--- src/design/wmm_pkg.sv ---
// wmm_pkg: shared constants, state encoding and divider request type
// for the sliding-window min/max/mean block; no dependencies
package wmm_pkg;

	localparam int WINDOW_DEPTH = 16;
	localparam int SAMPLE_W     = 12;
	localparam int COUNT_W      = 5;
	localparam int ADDR_W       = $clog2(WINDOW_DEPTH);
	localparam int FILL_W       = $clog2(WINDOW_DEPTH + 1);
	localparam int SUM_W        = SAMPLE_W + ADDR_W;
	localparam int STEP_W       = $clog2(SUM_W + 1);
	localparam int IN_TDATA_W   = ((SAMPLE_W + 7) / 8) * 8;
	localparam int OUT_FIELDS_W = 3 * SAMPLE_W + COUNT_W;
	localparam int OUT_TDATA_W  = ((OUT_FIELDS_W + 7) / 8) * 8;

	localparam logic [SAMPLE_W-1:0] SAMPLE_MAX = {SAMPLE_W{1'b1}};

	typedef enum logic [2:0] {
		ST_IDLE,
		ST_SCAN,
		ST_DRAIN,
		ST_START,
		ST_DIVIDE
	} wmm_state_t;

	typedef struct packed {
		logic              start;
		logic [SUM_W-1:0]  dividend;
		logic [FILL_W-1:0] divisor;
	} wmm_div_req_t;

endpackage

--- src/design/wmm_ram.sv ---
// wmm_ram: sample ring storage, one write port and one registered read port
// depends on wmm_pkg
module wmm_ram (
	input  logic                          clk,
	input  logic                          wr_en,
	input  logic [wmm_pkg::ADDR_W-1:0]    wr_addr,
	input  logic [wmm_pkg::SAMPLE_W-1:0]  wr_data,
	input  logic                          rd_en,
	input  logic [wmm_pkg::ADDR_W-1:0]    rd_addr,
	output logic [wmm_pkg::SAMPLE_W-1:0]  rd_data
);
	import wmm_pkg::*;

	logic [SAMPLE_W-1:0] mem [WINDOW_DEPTH];

	always_ff @(posedge clk) begin
		if (wr_en) begin
			mem[wr_addr] <= wr_data;
		end
	end

	always_ff @(posedge clk) begin
		if (rd_en) begin
			rd_data <= mem[rd_addr];
		end
	end

endmodule

--- src/design/wmm_div.sv ---
// wmm_div: restoring divider, one quotient bit per cycle
// depends on wmm_pkg
module wmm_div (
	input  logic                       clk,
	input  logic                       arst_n,
	input  wmm_pkg::wmm_div_req_t      req,
	output logic                       done,
	output logic [wmm_pkg::SUM_W-1:0]  quotient
);
	import wmm_pkg::*;

	logic                busy_q;
	logic                done_q;
	logic [STEP_W-1:0]   cnt_q;
	logic [SUM_W-1:0]    dvd_q;
	logic [FILL_W-1:0]   rem_q;
	logic [FILL_W-1:0]   dsr_q;
	logic [FILL_W:0]     rem_shift;
	logic [FILL_W:0]     diff;
	logic                fits;

	assign rem_shift = {rem_q, dvd_q[SUM_W-1]};
	assign diff      = rem_shift - {1'b0, dsr_q};
	assign fits      = (rem_shift >= {1'b0, dsr_q});

	always_ff @(posedge clk or negedge arst_n) begin
		if (!arst_n) begin
			busy_q <= 1'b0;
			done_q <= 1'b0;
			cnt_q  <= '0;
		end else if (req.start) begin
			busy_q <= 1'b1;
			done_q <= 1'b0;
			cnt_q  <= STEP_W'(SUM_W);
		end else if (busy_q) begin
			cnt_q <= cnt_q - STEP_W'(1);
			if (cnt_q == STEP_W'(1)) begin
				busy_q <= 1'b0;
				done_q <= 1'b1;
			end
		end
	end

	// datapath, no reset needed
	always_ff @(posedge clk) begin
		if (req.start) begin
			dvd_q <= req.dividend;
			dsr_q <= req.divisor;
			rem_q <= '0;
		end else if (busy_q) begin
			dvd_q <= {dvd_q[SUM_W-2:0], fits};
			rem_q <= fits ? diff[FILL_W-1:0] : rem_shift[FILL_W-1:0];
		end
	end

	assign done     = done_q;
	assign quotient = dvd_q;

endmodule

--- src/design/window_min_max_mean_unit.sv ---
// window_min_max_mean_unit: top level of the sliding-window min/max/mean block
// depends on wmm_pkg, wmm_ram, wmm_div
//
//   channel | direction | fields (lsb first)
//   s_*     | in        | sample[11:0]
//   m_*     | out       | window_min[11:0], window_max[23:12],
//           |           | window_mean[35:24], valid_count[40:36]
//
// one sample passes through these steps in order: the idle state that takes
// and stores it, one ram read per valid entry, the drain state for the ram
// read latency of the min/max/sum scan, the divider start state, the
// bit-serial divider over SUM_W bits and the load of the result register
// s_tready is high only while idle; the result sits in the output register,
// so a new sample is taken while the previous result waits on m_tready
// reset clears the ring pointer and fill count; ring contents are not cleared
module window_min_max_mean_unit (
	input  logic                              clk,
	input  logic                              arst_n,
	input  logic                              s_tvalid,
	output logic                              s_tready,
	input  logic [wmm_pkg::IN_TDATA_W-1:0]    s_tdata,  // sample
	output logic                              m_tvalid,
	input  logic                              m_tready,
	output logic [wmm_pkg::OUT_TDATA_W-1:0]   m_tdata   // window_min, window_max, window_mean, valid_count
);
	import wmm_pkg::*;

	wmm_state_t state_q;
	wmm_state_t state_d;

	// ring bookkeeping
	logic [ADDR_W-1:0]   wr_slot_q;
	logic [FILL_W-1:0]   filled_q;
	logic [ADDR_W-1:0]   idx_q;
	logic [ADDR_W-1:0]   last_idx;

	// scan accumulators
	logic                rd_v_s1;
	logic [SAMPLE_W-1:0] rd_data;
	logic [SAMPLE_W-1:0] min_q;
	logic [SAMPLE_W-1:0] max_q;
	logic [SUM_W-1:0]    sum_q;

	// sequencer outputs
	logic                accept;
	logic                rd_en;
	logic                load_out;
	logic                out_free;
	logic                div_start;

	wmm_div_req_t        div_req;
	logic                div_done;
	logic [SUM_W-1:0]    div_quot;

	// output register
	logic                m_tvalid_q;
	logic [OUT_TDATA_W-1:0] m_tdata_q;

	assign accept   = s_tvalid && s_tready;
	assign out_free = !m_tvalid_q || m_tready;
	assign last_idx = ADDR_W'(filled_q - FILL_W'(1));

	// next state
	always_comb begin
		state_d = state_q;
		case (state_q)
			ST_IDLE: begin
				if (s_tvalid) state_d = ST_SCAN;
			end
			ST_SCAN: begin
				if (idx_q == last_idx) state_d = ST_DRAIN;
			end
			ST_DRAIN: begin
				state_d = ST_START;
			end
			ST_START: begin
				state_d = ST_DIVIDE;
			end
			ST_DIVIDE: begin
				if (div_done && out_free) state_d = ST_IDLE;
			end
			default: begin
				state_d = ST_IDLE;
			end
		endcase
	end

	// sequencer outputs
	always_comb begin
		s_tready  = 1'b0;
		rd_en     = 1'b0;
		load_out  = 1'b0;
		div_start = 1'b0;
		case (state_q)
			ST_IDLE:   s_tready  = 1'b1;
			ST_SCAN:   rd_en     = 1'b1;
			ST_START:  div_start = 1'b1;
			ST_DIVIDE: load_out  = div_done && out_free;
			default: begin
				s_tready = 1'b0;
			end
		endcase
	end

	assign div_req = '{start: div_start, dividend: sum_q, divisor: filled_q};

	always_ff @(posedge clk or negedge arst_n) begin
		if (!arst_n) begin
			state_q   <= ST_IDLE;
			wr_slot_q <= '0;
			filled_q  <= '0;
			idx_q     <= '0;
			rd_v_s1   <= 1'b0;
		end else begin
			state_q <= state_d;
			rd_v_s1 <= rd_en;
			if (accept) begin
				// advance the ring pointer, wrap after the last slot
				wr_slot_q <= (wr_slot_q == ADDR_W'(WINDOW_DEPTH - 1)) ?
					'0 : wr_slot_q + ADDR_W'(1);
				// fill count saturates at the window depth
				if (filled_q != FILL_W'(WINDOW_DEPTH)) begin
					filled_q <= filled_q + FILL_W'(1);
				end
				idx_q <= '0;
			end else if (rd_en) begin
				idx_q <= idx_q + ADDR_W'(1);
			end
		end
	end

	// scan accumulators, one entry per cycle behind the ram read
	always_ff @(posedge clk) begin
		if (accept) begin
			min_q <= SAMPLE_MAX;
			max_q <= '0;
			sum_q <= '0;
		end else if (rd_v_s1) begin
			if (rd_data < min_q) min_q <= rd_data;
			if (rd_data > max_q) max_q <= rd_data;
			sum_q <= sum_q + SUM_W'(rd_data);
		end
	end

	// result beat register
	always_ff @(posedge clk or negedge arst_n) begin
		if (!arst_n) begin
			m_tvalid_q <= 1'b0;
		end else if (load_out) begin
			m_tvalid_q <= 1'b1;
		end else if (m_tready) begin
			m_tvalid_q <= 1'b0;
		end
	end

	always_ff @(posedge clk) begin
		if (load_out) begin
			m_tdata_q <= OUT_TDATA_W'({COUNT_W'(filled_q), SAMPLE_W'(div_quot), max_q, min_q});
		end
	end

	assign m_tvalid = m_tvalid_q;
	assign m_tdata  = m_tdata_q;

	wmm_ram u_ram (
		.clk     (clk),
		.wr_en   (accept),
		.wr_addr (wr_slot_q),
		.wr_data (s_tdata[SAMPLE_W-1:0]),
		.rd_en   (rd_en),
		.rd_addr (idx_q),
		.rd_data (rd_data)
	);

	wmm_div u_div (
		.clk      (clk),
		.arst_n   (arst_n),
		.req      (div_req),
		.done     (div_done),
		.quotient (div_quot)
	);

endmodule
--- config.mk ---
export PLATFORM = sky130hd
export DESIGN_NAME = window_min_max_mean_unit
export DESIGN_NICKNAME = d
export VERILOG_FILES = /design/src/design/wmm_pkg.sv /design/src/design/wmm_ram.sv /design/src/design/wmm_div.sv /design/src/design/window_min_max_mean_unit.sv
export SDC_FILE = /design/constraint.sdc
export NUM_CORES = 1
export LEC_CHECK = 0
export ABC_AREA = 1
export BUFFER_PORTS_ARGS = -buffer_cell sky130_fd_sc_hd__buf_4
export CAP_MARGIN = 0
export CORE_MARGIN = 1.5
export CORE_UTILIZATION = 40
export DETAILED_ROUTE_END_ITERATION = 8
export MAX_ROUTING_LAYER = met4
export PLACE_DENSITY = 0.59
export SETUP_SLACK_MARGIN = 0.02
export SLEW_MARGIN = 20
export SYNTH_ARGS = -nofsm -noshare
export SYNTH_HDL_FRONTEND = slang
export SYNTH_SLANG_ARGS = --single-unit
--- constraint.sdc ---
create_clock -name clk -period 3.6 [get_ports clk]
set_input_delay 0.72 -clock clk [delete_from_list [all_inputs] [get_ports clk]]
set_output_delay 0.72 -clock clk [all_outputs]
set_load 0.05 [all_outputs]
After elaboration in Yosys (flattened, before gate mapping)
Memories as Yosys holds them, arrays and structs flattened. A register that Yosys moved wholly into a read port is not among the register bits.
Index checks and enable logic that the tools add are counted.
{ "totals": {"output_inout_bits": 50, "ramBits": 192, "n_memories": 1, "word_cells": 78, "ff_bits": 132, "in_bits": 20} }
{ "mem_list": {"columns": ["memory", "words", "word_bits", "rd", "rd_ports_with_merged_regs", "wr", "line_no", "text"], "rows": [
  ["u_ram.mem", 16, 12, 1, 1, 1, "wmm_ram.sv:14", "logic [SAMPLE_W-1:0] mem [WINDOW_DEPTH];"]
]} }
{ "op_classes": {"n_mux": 26, "eq_ne": 11, "n_lt_le_gt_ge": 3, "n_reduce_logical": 14, "addsub": 7} }
{ "op_table": {"columns": ["operator", "n"], "rows": [
  ["$mux W16", 2],
  ["$add A16 B12 Y16", 1],
  ["$mux W5", 3],
  ["$pmux W3 S5", 1],
  ["$mux W1", 14],
  ["$gt A12 B12 Y1", 1],
  ["$lt A12 B12 Y1", 1],
  ["$mux W4", 3],
  ["$mux W3", 3],
  ["$add A4 B1 Y4 const B", 2],
  ["$reduce_and A2 Y1", 4],
  ["$reduce_bool A2 Y1", 4],
  ["$eq A3 B2 Y1 const B", 2],
  ["$ge A6 B5 Y1", 1],
  ["$ne A2 B2 Y1 const B", 3],
  ["$add A5 B1 Y5 const B", 1],
  ["$eq A5 B1 Y1 const B", 1],
  ["$ne A5 B5 Y1 const B", 1],
  ["$sub A5 B1 Y5 const B", 1],
  ["$sub A5 B5 Y5", 1],
  ["$eq A4 B4 Y1", 1],
  ["$eq A4 B4 Y1 const B", 1],
  ["$sub A4 B1 Y4 const B", 1],
  ["$eq A3 B1 Y1 const B", 1],
  ["other kinds (6)", 7]
]} }

Longest topological paths before layout
Gate-level depths: netlist of run 1.
{ "logic_depth": {"depth_word": 5, "mapped_depth": 13, "depth_no_buf": 12} }

By module
Synthesis of run 1 repeated with hierarchy kept, for this count alone.
{ "hier_totals": {"hier_cells": 1617, "area_unflattened_um2": 15566.2} }
{ "modules_own_cells": {"columns": ["module", "seq_area_each_um2", "area_each_um2", "cells_per_inst", "instances"], "rows": [
  ["wmm_ram", 6125.9, 8682.1, 813, 1],
  ["window_min_max_mean_unit", 2482.4, 5241.3, 626, 1],
  ["wmm_div", 905.9, 1642.8, 178, 1]
]} }

Worst setup path after synthesis of run 1
No wires, ideal clock.
{ "synth_path": {"kind": "input port to flip-flop", "from": "input m_tready", "to": "register m_tdata_q[0], in the netlist m_tdata[0], enable pin", "arrival_ns": 2.555, "required_time_ns": 3.161, "path_buffers": 0, "setup_time_ns": 0.439, "stages": 2, "setup_slack_ns": 0.605, "cell_sequence": "o21ai_0 nor2_1"} }
{ "synth_via": {"elab_chain_cells": 3} }
{ "synth_lines": {"columns": ["item", "line_no", "text"], "rows": [
  ["start: declaration", "window_min_max_mean_unit.sv:23", "input logic m_tready,"],
  ["$logic_or A1 B1 Y1", "window_min_max_mean_unit.sv:60", "assign out_free = !m_tvalid_q || m_tready;"],
  ["$logic_and A1 B1 Y1", "window_min_max_mean_unit.sv:98", "ST_DIVIDE: load_out = div_done && out_free;"],
  ["$mux W1", "window_min_max_mean_unit.sv:94", "case (state_q)"],
  ["named net load_out", "window_min_max_mean_unit.sv:47", "logic load_out;"],
  ["end signal: assignment", "window_min_max_mean_unit.sv:158", "m_tdata_q <= OUT_TDATA_W'({COUNT_W'(filled_q), SAMPLE_W'(div_quot), max_q, min_q});"],
  ["end: declaration", "window_min_max_mean_unit.sv:57", "logic [OUT_TDATA_W-1:0] m_tdata_q;"]
]} }
The timed path passes the listed nets, and every way through them passes these cells.
A chain may end at the register's enable or synchronous reset.

Final worst setup path of run 1
{ "layout_path": {"from": "register u_ram.rd_data[11] in the netlist's numbering, read port of u_ram.mem", "to": "register max_q[8]"} }
{ "layout_via": {"elab_chain_cells": 2} }
{ "layout_lines": {"columns": ["item", "line_no", "text"], "rows": [
  ["start: declaration", "wmm_ram.sv:10", "output logic [wmm_pkg::SAMPLE_W-1:0] rd_data"],
  ["$gt A12 B12 Y1", "window_min_max_mean_unit.sv:140", "if (rd_data > max_q) max_q <= rd_data;"],
  ["$reduce_and A2 Y1 (no source line)", null, null],
  ["end signal: assignment", "window_min_max_mean_unit.sv:140", null],
  ["end: declaration", "window_min_max_mean_unit.sv:41", "logic [SAMPLE_W-1:0] max_q;"]
]} }
Every way passes these cells.

==> impl_metrics.ini, run 1 <==
[outcome]
status = finished, violations left
failed_checks = design-rule violations

[cells_and_area]
drive_gt1_share_pct = 10.8
design_area_sq_um = 16800
stdcell_count = 1905
n_antenna_cell = 0
num-nets-final = 1488
syn_to_final_growth_pct = 14.8
final_core_util_pct = 47.0

[sta]
setup_viol = 0
max_slew_margin_pct = 32.6
min_period_ns = 2.44
fmax_mhz = 409
skew_ns = 0.0181
tightest_slew_ns = 1.01
rsz0062_at_grt = no
hold_violations = 0
post-route-period-util_pct = 67.9
slew_violations = 0
fin_setup_tns_ns = 0

[power_and_ir_drop]
ir_drop_mv = 0.426
cellPowerDensity_nw_per_um2 = 887
fin_total_pwr_uw = 14900
power.leakage_uw = 0.00667

[place]
dpl-instance-area_sq_um = 15600
place.gp.congestion = 0.873
numPortBuffers = 58
dp_hpwl_um = 19700
dp.cells = 1840

[drt]
drc = 6
drtIter0Drc = 657
post_drt_via_cell_ratio = 5.09
drt_wl_total_um = 31800
vias = 9698
drtPass1Iterations = 7
wl_per_cell_um = 16.7
ant_nets = 0

[clock_network]
cts_tree = done
holdBufCountCts = 0
cts_buffer_depth = 3
cts.repair.resized = 0
cts-buffers-inserted = 36
htreeDepth = 2
clockRootBuffer = clkbuf_16
clk_pin_slew_ns = 0.06
post_cts_buffers = 0
clock_sinks = 336
worstSkewPairLatency_ns = 0.53

[setup_path]
path_cells = ha_1 > nand2_1 > nor2_1 > and2_1 > nand2_1 > nand3_1 > a21oi_1 > nor2_1
crit_path_end_kind = flip-flop
cpMaxStageDelayCell = nand3_1
worstPathArrival_ns = 2.85
r2r-end = max_q[8]$_SDFFE_PP0P_
r2r_cells = 8
worst-setup-path-type = flip-flop to flip-flop
cp-start-kind = flip-flop
path_max_fanout = 24
cp.buffers_inverters = 0
max_stage_delay_ns = 0.61
cpLargestDelayFamily = simple AND/OR/NAND/NOR gates
worst_ep_required_time_ns = 4.00
timing.rr.start = u_ram.rd_data[11]$_DFFE_PP_
rrSetupSlack_ns = 1.16

[synthesis]
avgSynthCellArea_sq_um = 10.8
synth_edf_count = 266
synth_async_sr_flop_share_pct = 7.44
yosysSeqAreaShare_pct = 65.1
netlist_area_sq_um = 14600
ys_types = 41
synth_seq_cells = 336
syn_inst = 1349
yosysWarnings = 0
synth_flop_cell = edfxtp_1

[floorplan]
initial_core_util_pct = 40.9
die-area_sq_um = 37700
io_pins = 70
core_sq_um = 35700
chipWidth_um = 194
rows = 69
die_y_um = 194

[global_route]
grt_max_degree = 100
grt-ovfl-total = 0
grt_usage_pct = 17.6
antenna_found_initial = 0
grt_pass1_wl_um = 50800
grt_pass1_vias = 9366

[hold_path]
hp-class = input pin to asynchronous set/reset pin

[run]
maxCapViolCount = 0
## cell type report
type                    instances  area, sq um
inverters                     125          469
clock buffers                  50         1040
flip-flops and latches        336         9520
repair buffers                 87          653
multi-input cells             831         4380
well taps                     461          577
clock inverters                15          160
fillers                      3290        19000
## through the flow
stage                     hold slack, ns  worst slack [ns]
after detailed placement           0.439              1.18
after CTS                         0.0907              1.17
after global placement             0.438              1.23
after floorplan                    0.421             0.605
final                             0.0982              1.16
after global routing               0.106             0.961
## cell families after synthesis
family                   Yosys count  share of synthesized area (%)
other                              1                         0.0256
AO/OA/AOI/OAI                    242                           9.68
XOR/XNOR                          14                          0.838
flip-flops                       336                           65.1
adder cells (fa/ha/maj)           51                           4.47
buffers and inverters            188                           5.25
AND/OR/NAND/NOR                  517                           14.7
## per-layer routing
layer,global-route usage (%),vias to the layer above,share of wire [%]
met2,28.6,178,48
met3,2.66,56,3.9
met4,5.09,0,2.3
met1,22.9,4666,46
li1,-,4798,-
met5,-,-,0
## cells in the final DEF, fill, tap and decap left out, types with 40 or more instances in the layout
master	netlist	layout
a21oi_1	40	40
buf_4	10	87
dfxtp_1	45	45
edfxtp_1	266	266
ha_1	49	49
inv_1	122	122
nand2_1	229	229
nand3_1	78	78
nor2_1	176	175
o21ai_0	128	128
## power by group
| group | switching (uW) | total, uW | internal [uW] | leakage [uW] |
|---|---|---|---|---|
| clock | 1490 | 3730 | 2230 | 0.000590 |
| combinational | 3600 | 5440 | 1840 | 0.00297 |
| sequential | 610 | 5720 | 5110 | 0.00311 |
## cell usage after synthesis, types with 4 or more instances
library cell  number  area share (%)
a21oi_1           40             1.4
nand3b_1          12            0.62
nand3_1           78             2.7
dfxtp_1           45             6.2
clkbuf_1          37            0.95
buf_4             10            0.51
o221ai_1          26             1.6
inv_1            122             3.1
xnor2_1            6            0.36
edfxtp_1         266              55
buf_2             12            0.41
nand4_1            6            0.26
nor3_1             5            0.17
ha_1              49             4.2
xor2_1             8            0.48
nor2_1           176             4.5
o211ai_1          23             1.2
o22ai_1           12            0.51
dfrtp_1           25             4.3
o21ai_0          128             4.4
nand2_1          229             5.9
o21bai_1           4            0.21
## registers in the layout, summed over array words and instances, names as in the netlist, 12 cells and up
| signal | flops |
|---|---|
| sum_q | 16 |
| max_q | 12 |
| u_ram.rd_data | 12 |
| m_tdata | 41 |
| u_ram.mem | 192 |
| u_div.quotient | 16 |
| min_q | 12 |
## worst max-delay path by stage
stage,from,to,depth (start not counted)
floorplan,m_tready,m_tdata[0]$_DFFE_PP_,2
global placement,u_ram.rd_data[7]$_DFFE_PP_,max_q[4]$_SDFFE_PP0P_,9
detailed placement,u_ram.rd_data[7]$_DFFE_PP_,max_q[8]$_SDFFE_PP0P_,8
CTS,u_ram.rd_data[11]$_DFFE_PP_,max_q[8]$_SDFFE_PP0P_,8
global route,u_ram.rd_data[11]$_DFFE_PP_,max_q[2]$_SDFFE_PP0P_,9
finish,u_ram.rd_data[11]$_DFFE_PP_,max_q[8]$_SDFFE_PP0P_,8
## worst reg2reg max path, stage by stage, from the launching register on
cell and delay (ns):
edfxtp_1 0.54, ha_1 0.37, nand2_1 0.09, nor2_1 0.07
and2_1 0.13, nand2_1 0.06, nand3_1 0.61, a21oi_1 0.38
nor2_1 0.08
No activity file was read; power rests on OpenSTA's default activity.
==> run 2, diff against run 1 <==
Settings changed: ABC_AREA 1 to 0, PLACE_DENSITY 0.59 to 0.61.
Clock period 3.6 ns to 2 ns, I/O delays scaled along.
==> run 2 against run 1 <==
The run ends with negative setup slack left. Critical path depth fell by 1. Via count is 18% lower. Clock skew rose by 0.0028 ns. Synthesized area down 4.0%. Non-clock buffer count up 92. Cell count is 18% lower. Global-route usage shrank 0.61 points. Die area down 4.0%. First-iteration DRC count fell by 30%. Wire length decreased by 7.6%. Sequential share of layout area is 3.5 points lower. Critical path type unchanged.
==> impl_metrics.ini, run 2 <==
[floorplan]
core_sq_um = 34500
chipWidth_um = 190
die_y_um = 190
rows = 68
die-area_sq_um = 36200
initial_core_util_pct = 40.6
io_pins = 70

[global_route]
grt_pass1_wl_um = 45600
grt_pass1_vias = 8119
grt_util_met1_pct = 21.6
met2_usage_pct = 28.1
grt-ovfl-total = 0
antenna_found_initial = 1
busiest_layer = met2
grt_max_degree = 42
met3_usage_pct = 2.59
grt_usage_pct = 17.0

[drt]
ant_nets = 0
drtIter0Drc = 458
vias = 7975
drc = 0
wl_per_cell_um = 18.7
post_drt_via_cell_ratio = 5.08
drtPass1Iterations = 4
drt_wl_total_um = 29400

[outcome]
failed_checks = negative setup slack
status = finished, violations left

[setup_path]
worstPathArrival_ns = 2.61
worst-setup-path-type = flip-flop to flip-flop
crit_path_end_kind = flip-flop
cp-start-kind = flip-flop
worst_ep_required_time_ns = 2.48
path_max_fanout = 3

[synthesis]
synth_async_sr_flop_share_pct = 7.44
ys_top_cells_by_count = 266 x edfxtp_1, 71 x nand2_1, 60 x mux4_2
synth.most_common_cell = edfxtp_1
syn_inst = 908
synth_seq_cells = 336
synth_edf_count = 266
synth_top_area_share_pct = 56.9
ys_types = 57
yosysSeqAreaShare_pct = 67.8
netlist_area_sq_um = 14000
yosys.area.top_type = edfxtp_1
avgSynthCellArea_sq_um = 15.5
yosys-top-cells-area = edfxtp_1 57%, mux4_2 9.6%, dfxtp_1 6.4%
synth_flop_cell = edfxtp_1
yosysWarnings = 0

[cells_and_area]
syn_to_final_growth_pct = 27.5
largest_reg_flops = 192
drive_gt1_share_pct = 34.1
final_core_util_pct = 51.8
layout_commonest_cell = edfxtp_1
stdcell_count = 1569
mostFrequentLayoutCells = 266 x edfxtp_1, 144 x buf_4, 67 x nand2_1, 60 x mux4_2
seqCellArea_sq_um = 9520
design_area_sq_um = 17900
num-nets-final = 1156
multi_input_area_sq_um = 4730
nFillCells = 2871
regMostFlops = u_ram.mem

[clock_network]
cts_buffer_depth = 3
cts_tree = done
htreeDepth = 2
worstSkewPairLatency_ns = 0.54
clk_pin_slew_ns = 0.06
cts-buffers-inserted = 37
clockRootBuffer = clkbuf_16
clock_sinks = 336

[power_and_ir_drop]
cellPowerDensity_nw_per_um2 = 1620
power.leakage_uw = 0.00662
fin_total_pwr_uw = 29000
ir_drop_mv = 0.838

[place]
place.gp.congestion = 0.819
dp.cells = 1481
dp_hpwl_um = 18500
dpl-instance-area_sq_um = 16100
numPortBuffers = 58

[sta]
fmax_mhz = 468
skew_ns = 0.0209
setup_viol = 34
min_period_ns = 2.14
post-route-period-util_pct = 107
final.setup.worst_slack_ns = -0.136
hold_violations = 0
slew_violations = 0
rsz0062_at_grt = yes

[hold_path]
hp-class = input pin to flip-flop

[run]
maxCapViolCount = 0
## run 2: cell count changes in the layout (fill, tap and decap cells not counted), moves of 17 or more
cell	previous run	this run
inv_1	122	44
o211ai_1	23	5
o221ai_1	26	0
nand3_1	78	32
nor2_1	175	42
xnor2_1	6	24
buf_12	0	22
a21oi_1	40	23
mux4_2	0	60
buf_4	87	144
mux2i_1	0	22
o21ai_0	128	13
nand2_1	229	67
## run 2: worst paths after layout
kind / slack (ns) / start / cells after the start / endpoint
worst max-delay path: -0.14 / u_ram.rd_data[2]$_DFFE_PP_ / 7 / sum_q[15]$_SDFFE_PP0P_
worst min-delay path: 0.16 / s_tdata[3] / 1 / u_ram.mem[6][3]$_DFFE_PP_
worst max register to register: -0.14 / u_ram.rd_data[2]$_DFFE_PP_ / 7 / sum_q[15]$_SDFFE_PP0P_
worst min register to register: 0.46 / u_div.quotient[0]$_DFFE_PP_ / 0 / m_tdata[24]$_DFFE_PP_
max in group asynchronous: 1.39 / arst_n / 2 / idx_q[0]$_DFFE_PN0P_
min in group asynchronous: 0.32 / arst_n / 2 / u_div.cnt_q[1]$_DFFE_PN0P_
## run 2: where the power goes
group / switching [uW] / total, uW / internal (uW) / leakage, uW
Sequential: 1020 / 10100 / 9120 / 0.00310
Combinational: 5990 / 12200 / 6180 / 0.00293
Clock: 2740 / 6710 / 3970 / 0.000586
Total: 9750 / 29000 / 19300 / 0.00662
## run 2: cell families (layout without fill, tap and decap cells)
family | after synthesis | count (layout) | synth area share [%]
fa+ha+maj | 51 | 51 | 4.65
mux | 83 | 83 | 11.3
compound gates | 99 | 100 | 4.58
other cells | 1 | 8 | 0.0267
xor+xnor | 29 | 29 | 1.81
flops | 336 | 336 | 67.8
simple gates | 215 | 215 | 7.08
buf+inv | 94 | 292 | 2.78
## run 2: layer usage
layer	part of all wire [%]	vias up
li1	-	3798
met1	44	3987
met2	50	141
met3	3.9	49
met4	2.4	0
met5	0	-
## run 2: layout make-up
type / count / share of cell area, %
repair buffers: 179 / 9.34
diodes: 1 / 0.0140
multi-input cells: 485 / 26.5
clock buffers: 49 / 5.59
inverters: 46 / 0.965
clock inverters: 18 / 1.23
flip-flops and latches: 336 / 53.2
well taps: 455 / 3.18
## run 2: per-stage QoR
stage,TNS [ns],hold WS (ns),worst slack [ns]
after global routing,-5.33,0.169,-0.206
after CTS,-3.75,0.146,-0.145
after global placement,-3.85,0.331,-0.141
after detailed placement,-5.26,0.334,-0.210
final,-1.68,0.162,-0.136
after floorplan,-36.00,0.104,-0.361
## run 2: timing repair
| item | in CTS | in global routing |
|---|---|---|
| hold endpoints to repair | 25 | 0 |
| pin swaps | 14 | 38 |
| gates resized for setup | 33 | 67 |
| endpoints found under the setup margin | 50 | 53 |
| buffers inserted | 11 | 7 |
| cloned | 3 | 1 |
| hold buffers | 1 | 0 |
## run 2: worst max-delay path: stages, from the launching register on
cell and delay [ns]:
edfxtp_1 0.51, ha_4 0.34, nor2_2 0.05, o31ai_4 0.27
a31oi_2 0.14, o31a_1 0.30, or4_1 0.42, nand2_1 0.07
